## config.mk

```make
export PLATFORM = sky130hd
export DESIGN_NAME = complementary_tilt_estimator
export DESIGN_NICKNAME = d
export VERILOG_FILES = /design/src/hw/rtl/cte_pkg.sv /design/src/hw/rtl/cte_cordic.sv /design/src/hw/rtl/cte_mul.sv /design/src/hw/rtl/complementary_tilt_estimator.sv
export SDC_FILE = /design/constraint.sdc
export NUM_CORES = 1
export LEC_CHECK = 0
export BUFFER_PORTS_ARGS = -buffer_cell sky130_fd_sc_hd__buf_2
export CORE_UTILIZATION = 35
export CTS_BUF_LIST = sky130_fd_sc_hd__clkbuf_8
export CTS_CLUSTER_SIZE = 16
export DETAILED_ROUTE_END_ITERATION = 10
export MAX_ROUTING_LAYER = met4
export PLACE_DENSITY = 0.61
export REMOVE_ABC_BUFFERS = 1
export SLEW_MARGIN = 20
export SYNTH_ARGS = -nofsm -noshare
export SYNTH_HDL_FRONTEND = slang
export SYNTH_SLANG_ARGS = --single-unit
```

## constraint.sdc

```tcl
create_clock -name clk -period 17.9 [get_ports clk]
set_input_delay 2.685 -clock clk [delete_from_list [all_inputs] [get_ports clk]]
set_output_delay 2.685 -clock clk [all_outputs]
set_load 0.005 [all_outputs]
```

## src/hw/rtl/cte_pkg.sv

```systemverilog
`timescale 1ns / 1ps
// Shared constants of the complementary tilt estimator.
// No dependencies; imported by every module of the block.
package cte_pkg;

  // Register indexes on the configuration port (byte address 4*index)
  localparam logic [1:0] REG_GYRO_BIAS    = 2'd0;
  localparam logic [1:0] REG_ACCEL_OFFSET = 2'd1;
  localparam logic [1:0] REG_BLEND_WEIGHT = 2'd2;
  localparam logic [1:0] REG_TILT_LIMIT   = 2'd3;

  // Register reset values
  localparam logic signed [15:0] GYRO_BIAS_RST    = -16'sd75;
  localparam logic signed [12:0] ACCEL_OFFSET_RST = -13'sd1075;
  localparam logic [15:0]        BLEND_WEIGHT_RST = 16'd655;
  localparam logic [15:0]        TILT_LIMIT_RST   = 16'd11520;

  // Angle saturation, +-180 degrees in 1/256 degree
  localparam logic signed [16:0] ANGLE_MAX = 17'sd46080;

  // CORDIC datapath widths
  localparam int CORDIC_XY_W = 27;
  localparam int CORDIC_Z_W  = 26;
  localparam int ATAN_ENTRIES = 24;
  localparam int ATAN_IDX_W   = $clog2(ATAN_ENTRIES);

  // atan(2^-i) in degrees, Q16
  localparam logic [21:0] ATAN_Q16 [ATAN_ENTRIES] = '{
    22'd2949120, 22'd1740967, 22'd919879, 22'd466945, 22'd234379, 22'd117304,
    22'd58666,   22'd29335,   22'd14668,  22'd7334,   22'd3667,   22'd1833,
    22'd917,     22'd458,     22'd229,    22'd115,    22'd57,     22'd29,
    22'd14,      22'd7,       22'd4,      22'd2,      22'd1,      22'd0
  };

  // Serial blend multiplier: 19-bit signed difference times 16-bit weight
  localparam int DIFF_W    = 19;
  localparam int WEIGHT_W  = 16;
  localparam int PROD_W    = DIFF_W + WEIGHT_W;
  localparam int MUL_CNT_W = $clog2(WEIGHT_W);

endpackage

```

## src/hw/rtl/cte_cordic.sv

```systemverilog
`timescale 1ns / 1ps
// Iterative vectoring CORDIC: atan2(y, x) in 1/256 degree, one iteration a cycle.
// Depends on cte_pkg for the arctangent table and datapath widths.
module cte_cordic
  import cte_pkg::*;
#(
  parameter int CORDIC_STEPS = 16
) (
  input  logic                clk,
  input  logic                rst,
  input  logic                start,
  input  logic signed [15:0]  y_in,
  input  logic signed [15:0]  x_in,
  output logic                done,
  output logic signed [16:0]  angle
);

  localparam int STEP_W = (CORDIC_STEPS > 1) ? $clog2(CORDIC_STEPS) : 1;
  localparam logic signed [CORDIC_Z_W-1:0] Z_90 = CORDIC_Z_W'(90 * 65536);
  localparam logic signed [CORDIC_Z_W-1:0] Z_HALF = CORDIC_Z_W'(128);

  logic signed [CORDIC_XY_W-1:0] x, y, x_next, y_next, dx, dy;
  logic signed [CORDIC_Z_W-1:0]  z, z_next, z0, zr, atan_val;
  logic signed [16:0]            xs, ys, x0, y0;
  logic [STEP_W-1:0]             cnt;
  logic [ATAN_IDX_W-1:0]         idx;
  logic                          busy, zero;

  // Pre-rotate by +-90 degrees when x is negative
  always_comb begin
    xs = {x_in[15], x_in};
    ys = {y_in[15], y_in};
    z0 = '0;
    x0 = xs;
    y0 = ys;
    if (xs < 0) begin
      if (ys >= 0) begin
        z0 = Z_90;
        x0 = ys;
        y0 = -xs;
      end else begin
        z0 = -Z_90;
        x0 = -ys;
        y0 = xs;
      end
    end
  end

  always_comb begin
    idx      = ATAN_IDX_W'(cnt);
    atan_val = $signed({4'b0, ATAN_Q16[idx]});
    dx       = y >>> cnt;
    dy       = x >>> cnt;
    if (y >= 0) begin
      x_next = x + dx;
      y_next = y - dy;
      z_next = z + atan_val;
    end else begin
      x_next = x - dx;
      y_next = y + dy;
      z_next = z - atan_val;
    end
  end

  always_ff @(posedge clk) begin
    if (start) begin
      x    <= {{2{x0[16]}}, x0, 8'b0};
      y    <= {{2{y0[16]}}, y0, 8'b0};
      z    <= z0;
      zero <= (x_in == 16'sd0) && (y_in == 16'sd0);
    end else if (busy) begin
      x <= x_next;
      y <= y_next;
      z <= z_next;
    end
  end

  always_ff @(posedge clk) begin
    if (rst) begin
      busy <= 1'b0;
      done <= 1'b0;
      cnt  <= '0;
    end else begin
      done <= 1'b0;
      if (start) begin
        busy <= 1'b1;
        cnt  <= '0;
      end else if (busy) begin
        cnt <= cnt + 1'b1;
        if (cnt == STEP_W'(CORDIC_STEPS - 1)) begin
          busy <= 1'b0;
          done <= 1'b1;
        end
      end
    end
  end

  // Round half up to 1/256 degree
  assign zr    = z + Z_HALF;
  assign angle = zero ? 17'sd0 : zr[24:8];

endmodule

```

## src/hw/rtl/cte_mul.sv

```systemverilog
`timescale 1ns / 1ps
// Bit-serial multiplier: signed difference times unsigned weight, MSB first.
// Depends on cte_pkg for operand widths.
module cte_mul
  import cte_pkg::*;
(
  input  logic                     clk,
  input  logic                     rst,
  input  logic                     start,
  input  logic signed [DIFF_W-1:0] a,
  input  logic [WEIGHT_W-1:0]      b,
  output logic                     done,
  output logic signed [PROD_W-1:0] prod
);

  logic signed [DIFF_W-1:0] a_reg;
  logic [WEIGHT_W-1:0]      b_sr;
  logic [MUL_CNT_W-1:0]     cnt;
  logic                     busy;
  logic signed [PROD_W-1:0] addend;

  assign addend = b_sr[WEIGHT_W-1] ? PROD_W'(a_reg) : '0;

  // Shift the weight out one bit a cycle, accumulate the product
  always_ff @(posedge clk) begin
    if (start) begin
      a_reg <= a;
      b_sr  <= b;
      prod  <= '0;
    end else if (busy) begin
      prod <= (prod <<< 1) + addend;
      b_sr <= b_sr << 1;
    end
  end

  always_ff @(posedge clk) begin
    if (rst) begin
      busy <= 1'b0;
      done <= 1'b0;
      cnt  <= '0;
    end else begin
      done <= 1'b0;
      if (start) begin
        busy <= 1'b1;
        cnt  <= '0;
      end else if (busy) begin
        cnt <= cnt + 1'b1;
        if (cnt == MUL_CNT_W'(WEIGHT_W - 1)) begin
          busy <= 1'b0;
          done <= 1'b1;
        end
      end
    end
  end

endmodule

```

## src/hw/rtl/complementary_tilt_estimator.sv

```systemverilog
`timescale 1ns / 1ps
// Complementary tilt estimator, top level. An accepted word runs through the iterative
// CORDIC unit and then the bit-serial blend multiplier. One word is in flight at a time,
// so a new word is taken only after the result has been handed to the output register.
// Reset (rst, synchronous) restores register defaults, clears the angle and drops the output valid.
// Uses cte_pkg, cte_cordic and cte_mul.
module complementary_tilt_estimator
  import cte_pkg::*;
#(
  parameter int CORDIC_STEPS = 16
) (
  input  logic        clk,
  input  logic        rst,
  // input word
  input  logic        s_tvalid,
  output logic        s_tready,
  input  logic [47:0] s_tdata,   // accel_x [15:0], accel_z [31:16], gyro_y [47:32]
  // result word
  output logic        m_tvalid,
  input  logic        m_tready,
  output logic [39:0] m_tdata,   // tilt_angle [16:0], accel_angle [33:17], zero pad
  output logic        m_tuser,   // tilt_exceeded [0]
  // configuration
  input  logic        psel,
  input  logic        penable,
  input  logic        pwrite,
  input  logic [3:0]  paddr,
  input  logic [31:0] pwdata,
  output logic [31:0] prdata,
  output logic        pready
);

  // Sequencer states
  localparam logic [2:0] ST_IDLE  = 3'd0;  // wait for an input word
  localparam logic [2:0] ST_ANGLE = 3'd1;  // CORDIC running
  localparam logic [2:0] ST_BLEND = 3'd2;  // launch the multiplier
  localparam logic [2:0] ST_MUL   = 3'd3;  // multiplier running
  localparam logic [2:0] ST_OUT   = 3'd4;  // hand result to the output register

  logic [2:0] state;

  // Configuration registers
  logic signed [15:0] gyro_bias;
  logic signed [12:0] accel_angle_offset;
  logic [15:0]        blend_weight;
  logic [15:0]        tilt_limit;
  logic               cfg_wr;

  // Filter state and working registers
  logic signed [16:0] angle_estimate;
  logic signed [17:0] ag;           // angle after gyro step
  logic signed [17:0] acc_angle;    // accel angle plus offset
  logic signed [16:0] ang;          // saturated blended angle

  // Gyro path
  logic signed [15:0] accel_x, accel_z, gyro_y;
  logic signed [16:0] gsum;
  logic signed [15:0] gsat;
  logic signed [19:0] gneg5;
  logic signed [19:0] gneg5r;
  logic signed [12:0] delta;
  logic signed [17:0] ag_next;

  // Blend path
  logic                     cordic_done, mul_done, accept;
  logic signed [16:0]       cordic_angle;
  logic signed [DIFF_W-1:0] diff;
  logic signed [PROD_W-1:0] prod, prod_r;
  logic signed [DIFF_W-1:0] blend;
  logic signed [19:0]       ang_wide;
  logic [16:0]              mag;

  assign accel_x = s_tdata[15:0];
  assign accel_z = s_tdata[31:16];
  assign gyro_y  = s_tdata[47:32];

  assign s_tready = (state == ST_IDLE);
  assign accept   = s_tvalid && s_tready;

  // ---------------------------------------------------------------------------
  // Configuration port: always ready, write on the access cycle
  // ---------------------------------------------------------------------------
  assign pready = 1'b1;
  assign cfg_wr = psel && penable && pwrite && pready;

  always_ff @(posedge clk) begin
    if (rst) begin
      gyro_bias          <= GYRO_BIAS_RST;
      accel_angle_offset <= ACCEL_OFFSET_RST;
      blend_weight       <= BLEND_WEIGHT_RST;
      tilt_limit         <= TILT_LIMIT_RST;
    end else if (cfg_wr) begin
      case (paddr[3:2])
        REG_GYRO_BIAS:    gyro_bias          <= pwdata[15:0];
        REG_ACCEL_OFFSET: accel_angle_offset <= pwdata[12:0];
        REG_BLEND_WEIGHT: blend_weight       <= pwdata[15:0];
        REG_TILT_LIMIT:   tilt_limit         <= pwdata[15:0];
        default: ;
      endcase
    end
  end

  // Signed registers read back sign-extended
  always_comb begin
    case (paddr[3:2])
      REG_GYRO_BIAS:    prdata = {{16{gyro_bias[15]}}, gyro_bias};
      REG_ACCEL_OFFSET: prdata = {{19{accel_angle_offset[12]}}, accel_angle_offset};
      REG_BLEND_WEIGHT: prdata = {16'b0, blend_weight};
      REG_TILT_LIMIT:   prdata = {16'b0, tilt_limit};
      default:          prdata = '0;
    endcase
  end

  // ---------------------------------------------------------------------------
  // Gyro step: saturate gyro + bias to 16 bits, delta = round(-g*5/128)
  // ---------------------------------------------------------------------------
  always_comb begin
    gsum = {gyro_y[15], gyro_y} + {gyro_bias[15], gyro_bias};
    if (gsum[16] != gsum[15]) begin
      gsat = gsum[16] ? 16'sh8000 : 16'sh7fff;
    end else begin
      gsat = gsum[15:0];
    end
    gneg5   = -((20'(gsat) <<< 2) + 20'(gsat));
    gneg5r  = gneg5 + 20'sd64;
    delta   = gneg5r[19:7];
    ag_next = 18'(angle_estimate) + 18'(delta);
  end

  // ---------------------------------------------------------------------------
  // Accelerometer angle
  // ---------------------------------------------------------------------------
  cte_cordic #(
    .CORDIC_STEPS (CORDIC_STEPS)
  ) u_cordic (
    .clk   (clk),
    .rst   (rst),
    .start (accept),
    .y_in  (accel_x),
    .x_in  (accel_z),
    .done  (cordic_done),
    .angle (cordic_angle)
  );

  // ---------------------------------------------------------------------------
  // Blend: ag + round(w * (acc - ag) / 65536)
  // ---------------------------------------------------------------------------
  assign diff = DIFF_W'(acc_angle) - DIFF_W'(ag);

  cte_mul u_mul (
    .clk   (clk),
    .rst   (rst),
    .start (state == ST_BLEND),
    .a     (diff),
    .b     (blend_weight),
    .done  (mul_done),
    .prod  (prod)
  );

  always_comb begin
    prod_r   = prod + PROD_W'(32768);
    blend    = prod_r[PROD_W-1:16];
    ang_wide = 20'(ag) + 20'(blend);
  end

  // Magnitude of the stored result for the limit check
  assign mag = ang[16] ? 17'(-ang) : 17'(ang);

  // ---------------------------------------------------------------------------
  // Sequencer and datapath registers
  // ---------------------------------------------------------------------------
  always_ff @(posedge clk) begin
    if (accept) begin
      ag <= ag_next;
    end
    if (state == ST_ANGLE && cordic_done) begin
      acc_angle <= 18'(cordic_angle) + 18'(accel_angle_offset);
    end
    if (state == ST_MUL && mul_done) begin
      // clamp to +-180 degrees
      if (ang_wide > 20'(ANGLE_MAX)) begin
        ang <= ANGLE_MAX;
      end else if (ang_wide < -20'(ANGLE_MAX)) begin
        ang <= -ANGLE_MAX;
      end else begin
        ang <= ang_wide[16:0];
      end
    end
  end

  always_ff @(posedge clk) begin
    if (rst) begin
      state          <= ST_IDLE;
      angle_estimate <= '0;
      m_tvalid       <= 1'b0;
    end else begin
      // raise valid when a result is handed over, drop it once the word is taken
      if (state == ST_OUT && (!m_tvalid || m_tready)) begin
        m_tvalid <= 1'b1;
      end else if (m_tvalid && m_tready) begin
        m_tvalid <= 1'b0;
      end
      case (state)
        ST_IDLE: begin
          if (accept) state <= ST_ANGLE;
        end
        ST_ANGLE: begin
          if (cordic_done) state <= ST_BLEND;
        end
        ST_BLEND: begin
          state <= ST_MUL;
        end
        ST_MUL: begin
          if (mul_done) state <= ST_OUT;
        end
        ST_OUT: begin
          // hold until the output register is free
          if (!m_tvalid || m_tready) begin
            angle_estimate <= ang;
            state          <= ST_IDLE;
          end
        end
        default: state <= ST_IDLE;
      endcase
    end
  end

  // Output word register
  always_ff @(posedge clk) begin
    if (state == ST_OUT && (!m_tvalid || m_tready)) begin
      m_tdata <= {6'b0, acc_angle[16:0], ang};
      m_tuser <= (mag > {1'b0, tilt_limit});
    end
  end

endmodule

```

==> results of run 1 <==
==> power breakdown <==
part           total, uW  internal (uW)  switching, uW
clock network        839            472            367
logic               2060            914           1140
registers           1070            946            123
==> cell type report <==
type	instances	area, um^2	area share
diodes	1	2.50	0.0000780
clock buffers	62	853	0.0266
clock inverters	50	514	0.0160
inverters	133	500	0.0156
multi-input cells	2719	19500	0.607
flip-flops and latches	332	8530	0.266
well taps	1070	1340	0.0417
repair buffers	162	863	0.0269
==> stage by stage <==
step	cell area, um^2	power, uW
floorplan	28500	2670
detailed placement	30700	3120
global route	32100	4280
finish	32100	3970
CTS	32100	3980
global placement	30700	3100
==> final timing paths <==
check	start	to	slack (ns)	cells after the start
max	s_tdata[32]	ag[16]	8.65	32
max reg2reg	gyro_bias[0]	ag[16]	10.30	31
min reg2reg	angle_estimate[15]	angle_estimate[15]	0.46	2
min	angle_estimate[15]	angle_estimate[15]	0.46	2
==> cell families after synthesis <==
family	Yosys count	share of synthesized area
flops	332	0.292
fa+ha+maj	266	0.116
buf+inv	287	0.0414
xor+xnor	295	0.0885
simple gates	1135	0.186
compound gates	835	0.183
mux	181	0.0924
other cells	2	0.000257
==> cell usage in the layout, fill, tap and decap left out, drive strengths merged, types with 20 or more instances in the layout <==
cell type / count
dfxtp: 145
o31ai: 21
ha: 255
buf: 162
and3: 45
nor2: 254
and2: 39
or3: 26
nand2: 399
a21oi: 242
edfxtp: 187
clkinv: 30
a211o: 26
xor2: 122
nand2b: 43
o21bai: 26
o21a: 36
inv: 136
nor2b: 61
o22ai: 34
mux2i: 85
mux4: 67
nand3b: 27
a21o: 66
mux2: 29
a211oi: 43
xnor2: 173
o211ai: 22
nand3: 86
a31oi: 24
nor3: 68
clkbuf: 62
o21ai: 185
nand4: 20
==> tightest hold or removal path, cell delays in order, from the launching register on <==
cell and delay (ns):
dfxtp_1 0.31, nand2_1 0.05, a21oi_1 0.05
==> routing by layer <==
| layer | vias up | track usage | part of all wire |
|---|---|---|---|
| met3 | 111 | 0.0197 | 0.042 |
| met4 | 0 | 0.0515 | 0.023 |
| met2 | 582 | 0.320 | 0.49 |
| met1 | 11705 | 0.236 | 0.45 |
| li1 | 12341 | - | - |
| met5 | - | - | 0 |
==> results.yml, run 1 <==
global_routing:
  antenna_found_initial: 1
  grt_pass1_wl_um: 126000
  grt_use_total: 0.188
  grt_max_degree: 87
  overflow: 0
  grt_pass1_vias: 23211
die:
  die_h_um: 291
  fp.coreArea_um2: 82400
  start_util: 0.355
  num_rows: 105
  die_w_um: 291
  io_pins: 167
  dieArea_um2: 84600
layout:
  largest_reg_flops: 35
  largest-register: "u_mul.prod"
  drive_gt1_frac: 0.119
  fill_cells: 8301
  reg.largest.list: "u_mul.prod x35, m_tdata x34"
  area_growth_pct: 9.93
  fin_util: 0.390
  finalNonFillerCells: 4529
  nNetsFinal: 3763
logic_synthesis:
  synth_most_common_cell: "nand2_1"
  ys_types: 102
  synth-edff-count: 187
  synth_top_area_share: 0.192
  ys_seq_elements: 332
  synth_area_leaders: "edfxtp_1 19%, ha_1 11%, dfxtp_1 9.9%"
  netlist_instances: 3333
  ys.warnings.count: 0
  ys.flop_type: "edfxtp_1"
  netlist_area_um2: 29200
  async_flop_share: 0
  synth_common_cells: "399 x nand2_1, 255 x ha_1, 254 x nor2_1, 241 x a21oi_1, 187 x edfxtp_1"
  ys_seq_area_frac: 0.292
  syn-mean-instance-area_um2: 8.76
  synth_top_cell_by_area: "edfxtp_1"
timing:
  rsz0062_at_grt: "no"
  fin_tns_setup_ns: 0
  hold_viol_final: 0
  fin_ws_ns: 8.65
  skew_ns: 0.0433
  finalSetupViolations: 0
  fin_crit_ns: 9.25
  slew_violations: 0
  slew_headroom: 0.338
  period_share: 0.517
  fmax_mhz: 108
  tightest_slew_ns: 0.984
  holdWs_ns: 0.464
clock_network:
  numCtsBuffers: 60
  clock_latency_ns: 0.71
  cts.sinks: 332
  cts_root_buf: "clkbuf_8"
  holdBufCountCts: 0
  cts_setup_buffers: 0
  cts_tree: "built"
  htreeDepth: 2
  cts.repair.resized: 0
  cts.reportedPaths.clkPinSlew_ns: 0.06
  cts_buffer_depth: 3
detailed_routing:
  dr.pass1.iters: 5
  wl_per_cell_um: 17.4
  antenna_left: 0
  post-route-drc-count: 0
  wl_um: 78900
  vias_per_cell: 5.46
  vias: 24739
  drt_iter0_drc: 1716
critical_path:
  critPathKind: "input port to flop"
  crit_fanout: 14
  critical_path.startpoint_type: "input port"
  arrival_ns: 9.68
  cp_slowest_cell: "nor2_1"
  worst_path_dominant_cell_family: "compound AO/OA/AOI/OAI gates"
  critPathMaxStageDelay_ns: 0.64
  critPathBufInv: 4
  end_kind: "flop"
  crit_required_ns: 18.33
placed_design:
  dp.cells: 4416
  pre_cts_slack_ns: 8.00
  port_buffers: 141
  place_hpwl_um: 59300
  routabilityCongestion: 0.907
run:
  max_cap_violations: 0
power_and_ir_drop:
  power_leakage_uw: 0.0130
  power.density_nw_per_um2: 124
  peakVddDrop_v: 0.0000524
hold_path:
  hold_path.class: "flop to flop"
status:
  status: "finished, final reports clean"
Power figures use the tool's default switching activity.
==> inputs of run 2 (changes only) <==
--- a/config.mk
+++ b/config.mk
@@ -11,7 +11,7 @@
 export CTS_CLUSTER_SIZE = 16
 export DETAILED_ROUTE_END_ITERATION = 10
 export MAX_ROUTING_LAYER = met4
-export PLACE_DENSITY = 0.61
+export PLACE_DENSITY = 0.62
 export REMOVE_ABC_BUFFERS = 1
 export SLEW_MARGIN = 20
 export SYNTH_ARGS = -nofsm -noshare
==> constraint.sdc (replaced) <==
create_clock -name clk -period 8 [get_ports clk]
set_input_delay 1.2 -clock clk [delete_from_list [all_inputs] [get_ports clk]]
set_output_delay 1.2 -clock clk [all_outputs]
set_load 0.005 [all_outputs]
==> run 2 against run 1 <==
Against the previous run:
- routed wire length grew 1.7%
- sequential share of layout area rose by 0.055 points
- hold slack got worse by 0.0025 ns
- global-route usage rose by 0.27 points
- final cell count grew 0.15%
- critical endpoint is now ag[14]
- largest power group unchanged
==> results.yml, run 2 (synthesis results as in run 1) <==
critical_path:
  ff2ff_setup_slack_ns: 0.86
  critPathKind: "input port to flop"
  arrival_ns: 7.78
  r2r-start: "gyro_bias[0]"
  crit_fanout: 7
  crit_required_ns: 8.53
  critical_path.startpoint_type: "input port"
  worst_path_dominant_cell_family: "compound AO/OA/AOI/OAI gates"
  crit_start: "s_tdata[33]"
  critPathMaxStageDelay_ns: 0.47
  end_kind: "flop"
  critPathBufInv: 3
  rr_endpoint: "ag[14]"
  cp.depth: 32
  reg2reg_depth: 33
  endpoint: "ag[14]"
  cp_slowest_cell: "or4_1"
run:
  max_cap_violations: 0
power_and_ir_drop:
  power_frac_seq: 0.272
  power_leakage_uw: 0.0131
  p_sw_uw: 3660
  intPower_uw: 5090
  switching_share: 0.418
  peakVddDrop_v: 0.000156
  power.density_nw_per_um2: 273
  p_clk_frac: 0.194
  pwr-share-comb: 0.533
timing:
  fmax_mhz: 138
  hold_viol_final: 0
  skew_ns: 0.0209
  slew_headroom: 0.324
  tightest_slew_ns: 1.01
  slew_violations: 0
  fin_crit_ns: 7.25
  finalSetupViolations: 0
  period_share: 0.906
  fin_tns_setup_ns: 0
  rsz0062_at_grt: "no"
clock_network:
  holdBufCountCts: 0
  cts.sinks: 332
  clock_latency_ns: 0.69
  numCtsBuffers: 61
  cts_setup_buffers: 0
  htreeDepth: 2
  cts_buffer_depth: 3
  cts.repair.resized: 0
  cts_tree: "built"
  cts_root_buf: "clkbuf_8"
  cts.reportedPaths.clkPinSlew_ns: 0.07
layout:
  largest-register: "u_mul.prod"
  mostFrequentLayoutCells: "399 x nand2_1, 255 x ha_1, 252 x nor2_1, 241 x a21oi_1, 187 x edfxtp_1"
  layout_commonest_cell: "nand2_1"
  reg.largest.list: "u_mul.prod x35, m_tdata x34"
  area_growth_pct: 9.67
  stdcell_area_um2: 32000
  drive_gt1_frac: 0.118
  nNetsFinal: 3769
  fin_util: 0.389
  largest_reg_flops: 35
  diodes: 0
detailed_routing:
  antenna_left: 0
  vias_per_cell: 5.51
  drt_iter0_drc: 1723
  vias: 24979
  wl_um: 80200
  wl_per_cell_um: 17.7
  dr.pass1.iters: 5
  post-route-drc-count: 0
die:
  die_h_um: 291
  io_pins: 167
  dieArea_um2: 84600
  fp.coreArea_um2: 82400
  start_util: 0.355
  num_rows: 105
  die_w_um: 291
global_routing:
  grt_max_degree: 86
  overflow: 0
  grt_pass1_wl_um: 128000
  grt_use_total: 0.191
  antenna_found_initial: 0
  grt_pass1_vias: 23837
placed_design:
  place_area_um2: 30800
  port_buffers: 141
  place_hpwl_um: 60400
  routabilityCongestion: 0.978
hold_path:
  hold_path.class: "flop to flop"
  holdPathStages: 2
status:
  status: "finished, final reports clean"
[run 2: cell types whose count changed in the layout (fill, tap and decap cells not counted), sizes merged]
cell and change:
diode -1, inv +22, bufinv -7, clkbuf +9
clkinvlp -7, buf +5, clkinv -14
[run 2: metal layers]
layer | GRT usage | up-vias | wire length (um)
met5 | - | - | 0
met4 | 0.0601 | 0 | 2370
met3 | 0.0232 | 140 | 3870
met2 | 0.317 | 625 | 38100
met1 | 0.241 | 11872 | 35900
li1 | - | 12342 | -
[run 2: worst register-to-register path, delay by kind of cell, from the launching register on]
kind            cells  cell delay, ns
xor+xnor            1            0.17
flops               1            0.47
compound gates     15            2.89
buf+inv             4            0.45
simple gates        8            1.44
fa+ha+maj           5            1.55
[run 2: through the flow]
step / hold WS [ns] / total power (uW) / setup slack, ns / std cells
global placement: 0.452 / 6980 / 0.131 / 4421
global route: 0.479 / 9420 / 0.0400 / 4536
finish: 0.462 / 8740 / 0.752 / 4536
floorplan: 0.426 / 5970 / 0.721 / 3184
CTS: 0.463 / 8760 / 0.822 / 4536
detailed placement: 0.454 / 7010 / 0.0974 / 4421
[run 2: worst min path at each step]
stage,slack (ns),end,start
6_report,0.46,angle_estimate[10],angle_estimate[10]
5_1_grt,0.48,angle_estimate[16],angle_estimate[16]
4_1_cts,0.46,angle_estimate[8],angle_estimate[8]
3_5_place_dp,0.45,angle_estimate[8],angle_estimate[8]
3_3_place_gp,0.45,angle_estimate[11],angle_estimate[11]
2_1_floorplan,0.43,m_tdata[17],acc_angle[0]
[run 2: power groups by stage]
stage	Clock (uW)	Sequential (uW)	Combinational (uW)
after floorplan	0	2320	3650
after global placement	0	2410	4560
after detailed placement	0	2420	4590
after CTS	1750	2380	4630
after global routing	1810	2410	5200
final	1700	2380	4660
[run 2: cell type report]
class,instances,area [um^2]
repair buffers,167,901
clock buffers,71,977
multi-input cells,2719,19500
fillers,8305,50300
flip-flops and latches,332,8530
well taps,1070,1340
clock inverters,44,277
inverters,133,500
==> inputs of run 3 (changes only) <==
--- a/config.mk
+++ b/config.mk
@@ -6,12 +6,13 @@
 export NUM_CORES = 1
 export LEC_CHECK = 0
 export BUFFER_PORTS_ARGS = -buffer_cell sky130_fd_sc_hd__buf_2
-export CORE_UTILIZATION = 35
+export CORE_ASPECT_RATIO = 1.1
+export CORE_UTILIZATION = 58
 export CTS_BUF_LIST = sky130_fd_sc_hd__clkbuf_8
 export CTS_CLUSTER_SIZE = 16
 export DETAILED_ROUTE_END_ITERATION = 10
 export MAX_ROUTING_LAYER = met4
-export PLACE_DENSITY = 0.62
+export PLACE_DENSITY = 0.89
 export REMOVE_ABC_BUFFERS = 1
 export SLEW_MARGIN = 20
 export SYNTH_ARGS = -nofsm -noshare
==> run 3 against run 2 <==
Against the previous run:
- non-clock buffer count fell by 1
- clock skew increased by 0.032 ns
- combinational power is 2% higher
- clock power decreased by 3%
- design area is 1.8% lower
- maximum frequency down 1.9%
- count of clock-buffer cells in the layout decreased by 6
- flip-flop and latch count stayed put
- global-route usage rose by 12 points
- core utilization grew 25 points
- setup slack got worse by 0.14 ns
- critical path depth stayed put
- largest power group unchanged
==> results.yml, run 3 (synthesis results as in run 1) <==
global_routing:
  grt_pass1_vias: 24947
  grt_use_total: 0.309
  antenna_found_initial: 2
  grt_pass1_wl_um: 125000
  overflow: 0
  grt_max_degree: 95
critical_path:
  rr_endpoint: "ag[17]"
  critical_path.startpoint_type: "input port"
  ff2ff_setup_slack_ns: 0.76
  reg2reg_depth: 33
  critPathMaxStageDelay_ns: 0.47
  r2r-start: "gyro_bias[0]"
  cp_slowest_cell: "or4_1"
  crit_fanout: 7
  arrival_ns: 7.89
  critPathKind: "input port to flop"
  crit_required_ns: 8.50
  crit_top_cell: "a21oi_1"
  end_kind: "flop"
clock_network:
  cts.reportedPaths.clkPinSlew_ns: 0.07
  cts_tree: "built"
  numCtsBuffers: 56
  cts.sinks: 332
  htreeDepth: 2
  cts_setup_buffers: 0
  cts.repair.resized: 0
  cts_buffer_depth: 3
  cts_root_buf: "clkbuf_8"
  holdBufCountCts: 0
  clock_latency_ns: 0.69
timing:
  fin_tns_setup_ns: 0
  slew_headroom: 0.275
  hold_viol_final: 0
  fin_crit_ns: 7.39
  rsz0062_at_grt: "no"
  tightest_slew_ns: 1.08
  fin_ws_ns: 0.613
  period_share: 0.923
  finalSetupViolations: 0
  slew_violations: 0
  skew_ns: 0.0527
  fmax_mhz: 135
die:
  die_w_um: 216
  fp.coreArea_um2: 49300
  io_pins: 167
  die_h_um: 237
  num_rows: 85
  start_util: 0.592
  dieArea_um2: 51300
power_and_ir_drop:
  power_leakage_uw: 0.0129
  power.density_nw_per_um2: 280
  peakVddDrop_v: 0.000173
placed_design:
  place_area_um2: 30200
  place_hpwl_um: 57600
  routabilityCongestion: 1.02
  port_buffers: 141
  pre_cts_slack_ns: -0.0640
layout:
  reg.largest.list: "u_mul.prod x35, m_tdata x34"
  largest-register: "u_mul.prod"
  drive_gt1_frac: 0.119
  layout_commonest_cell: "nand2_1"
  largest_reg_flops: 35
  fin_util: 0.637
  mostFrequentLayoutCells: "399 x nand2_1, 255 x ha_1, 253 x nor2_1, 241 x a21oi_1, 187 x edfxtp_1"
  stdcell_area_um2: 31500
  area_growth_pct: 7.70
  nNetsFinal: 3763
detailed_routing:
  dr.pass1.iters: 10
  vias_per_cell: 6.34
  antenna_left: 0
  post-route-drc-count: 0
  vias: 26045
  wl_per_cell_um: 19.1
  wl_um: 78600
  drt_iter0_drc: 2144
status:
  status: "finished, final reports clean"
run:
  max_cap_violations: 0
hold_path:
  hold_path.class: "flop to flop"
  holdPathStages: 2
  hold_end: "angle_estimate[14]"
  min_from: "angle_estimate[14]"
==> run 3: changes by cell type in the layout (fill, tap and decap cells not counted), moves of 2 or more <==
cell,change
inv_1,-18
clkbuf_8,-6
diode_2,+2
clkinv_2,+2
clkinvlp_4,+3
clkinv_4,+3
clkinv_1,+3
==> run 3: worst max-delay path by stage <==
stage | depth (start not counted) | slack [ns] | to | from
finish | 32 | 0.61 | ag[17] | s_tdata[33]
global route | 31 | 0.006 | ag[16] | s_tdata[33]
CTS | 32 | 0.58 | ag[17] | s_tdata[32]
detailed placement | 32 | -0.06 | ag[17] | s_tdata[32]
global placement | 33 | 0.13 | ag[14] | s_tdata[32]
floorplan | 29 | 0.72 | ag[16] | s_tdata[32]
==> run 3: layout make-up <==
cell class | instances | area, um^2
antenna | 2 | 5.00
clock buffer | 65 | 895
clock inverter | 37 | 300
fill | 4053 | 17900
inverter | 133 | 500
multi-input combinational | 2719 | 19500
sequential | 332 | 8530
tap | 652 | 816
timing repair buffer | 166 | 893
==> run 3: report_power, final <==
| part | switching (uW) | internal, uW | leakage, uW |
|---|---|---|---|
| Clock | 772 | 880 | 0.000634 |
| Sequential | 274 | 2120 | 0.00295 |
| Combinational | 2680 | 2070 | 0.00936 |
==> run 3: metal layers <==
layer / vias up / GRT usage / wire length, um
li1: 12330 / - / -
met1: 12271 / 0.349 / 29900
met2: 1143 / 0.528 / 38300
met3: 301 / 0.0389 / 5620
met4: 0 / 0.177 / 4780
met5: - / - / 0
==> run 3: critical path: cells and delay by family <==
kind	cells	cell delay, ns
xor+xnor	1	0.35
buf+inv	3	0.22
fa+ha+maj	4	1.16
simple gates	5	1.06
compound gates	19	3.90
==> run 3: per-stage QoR <==
step	cells	hold slack (ns)	power (uW)
2_1_floorplan	3184	0.426	5970
3_3_place_gp	4002	0.437	6880
3_5_place_dp	4002	0.447	7020
4_1_cts	4104	0.462	8710
5_1_grt	4106	0.478	9370
6_report	4106	0.461	8790
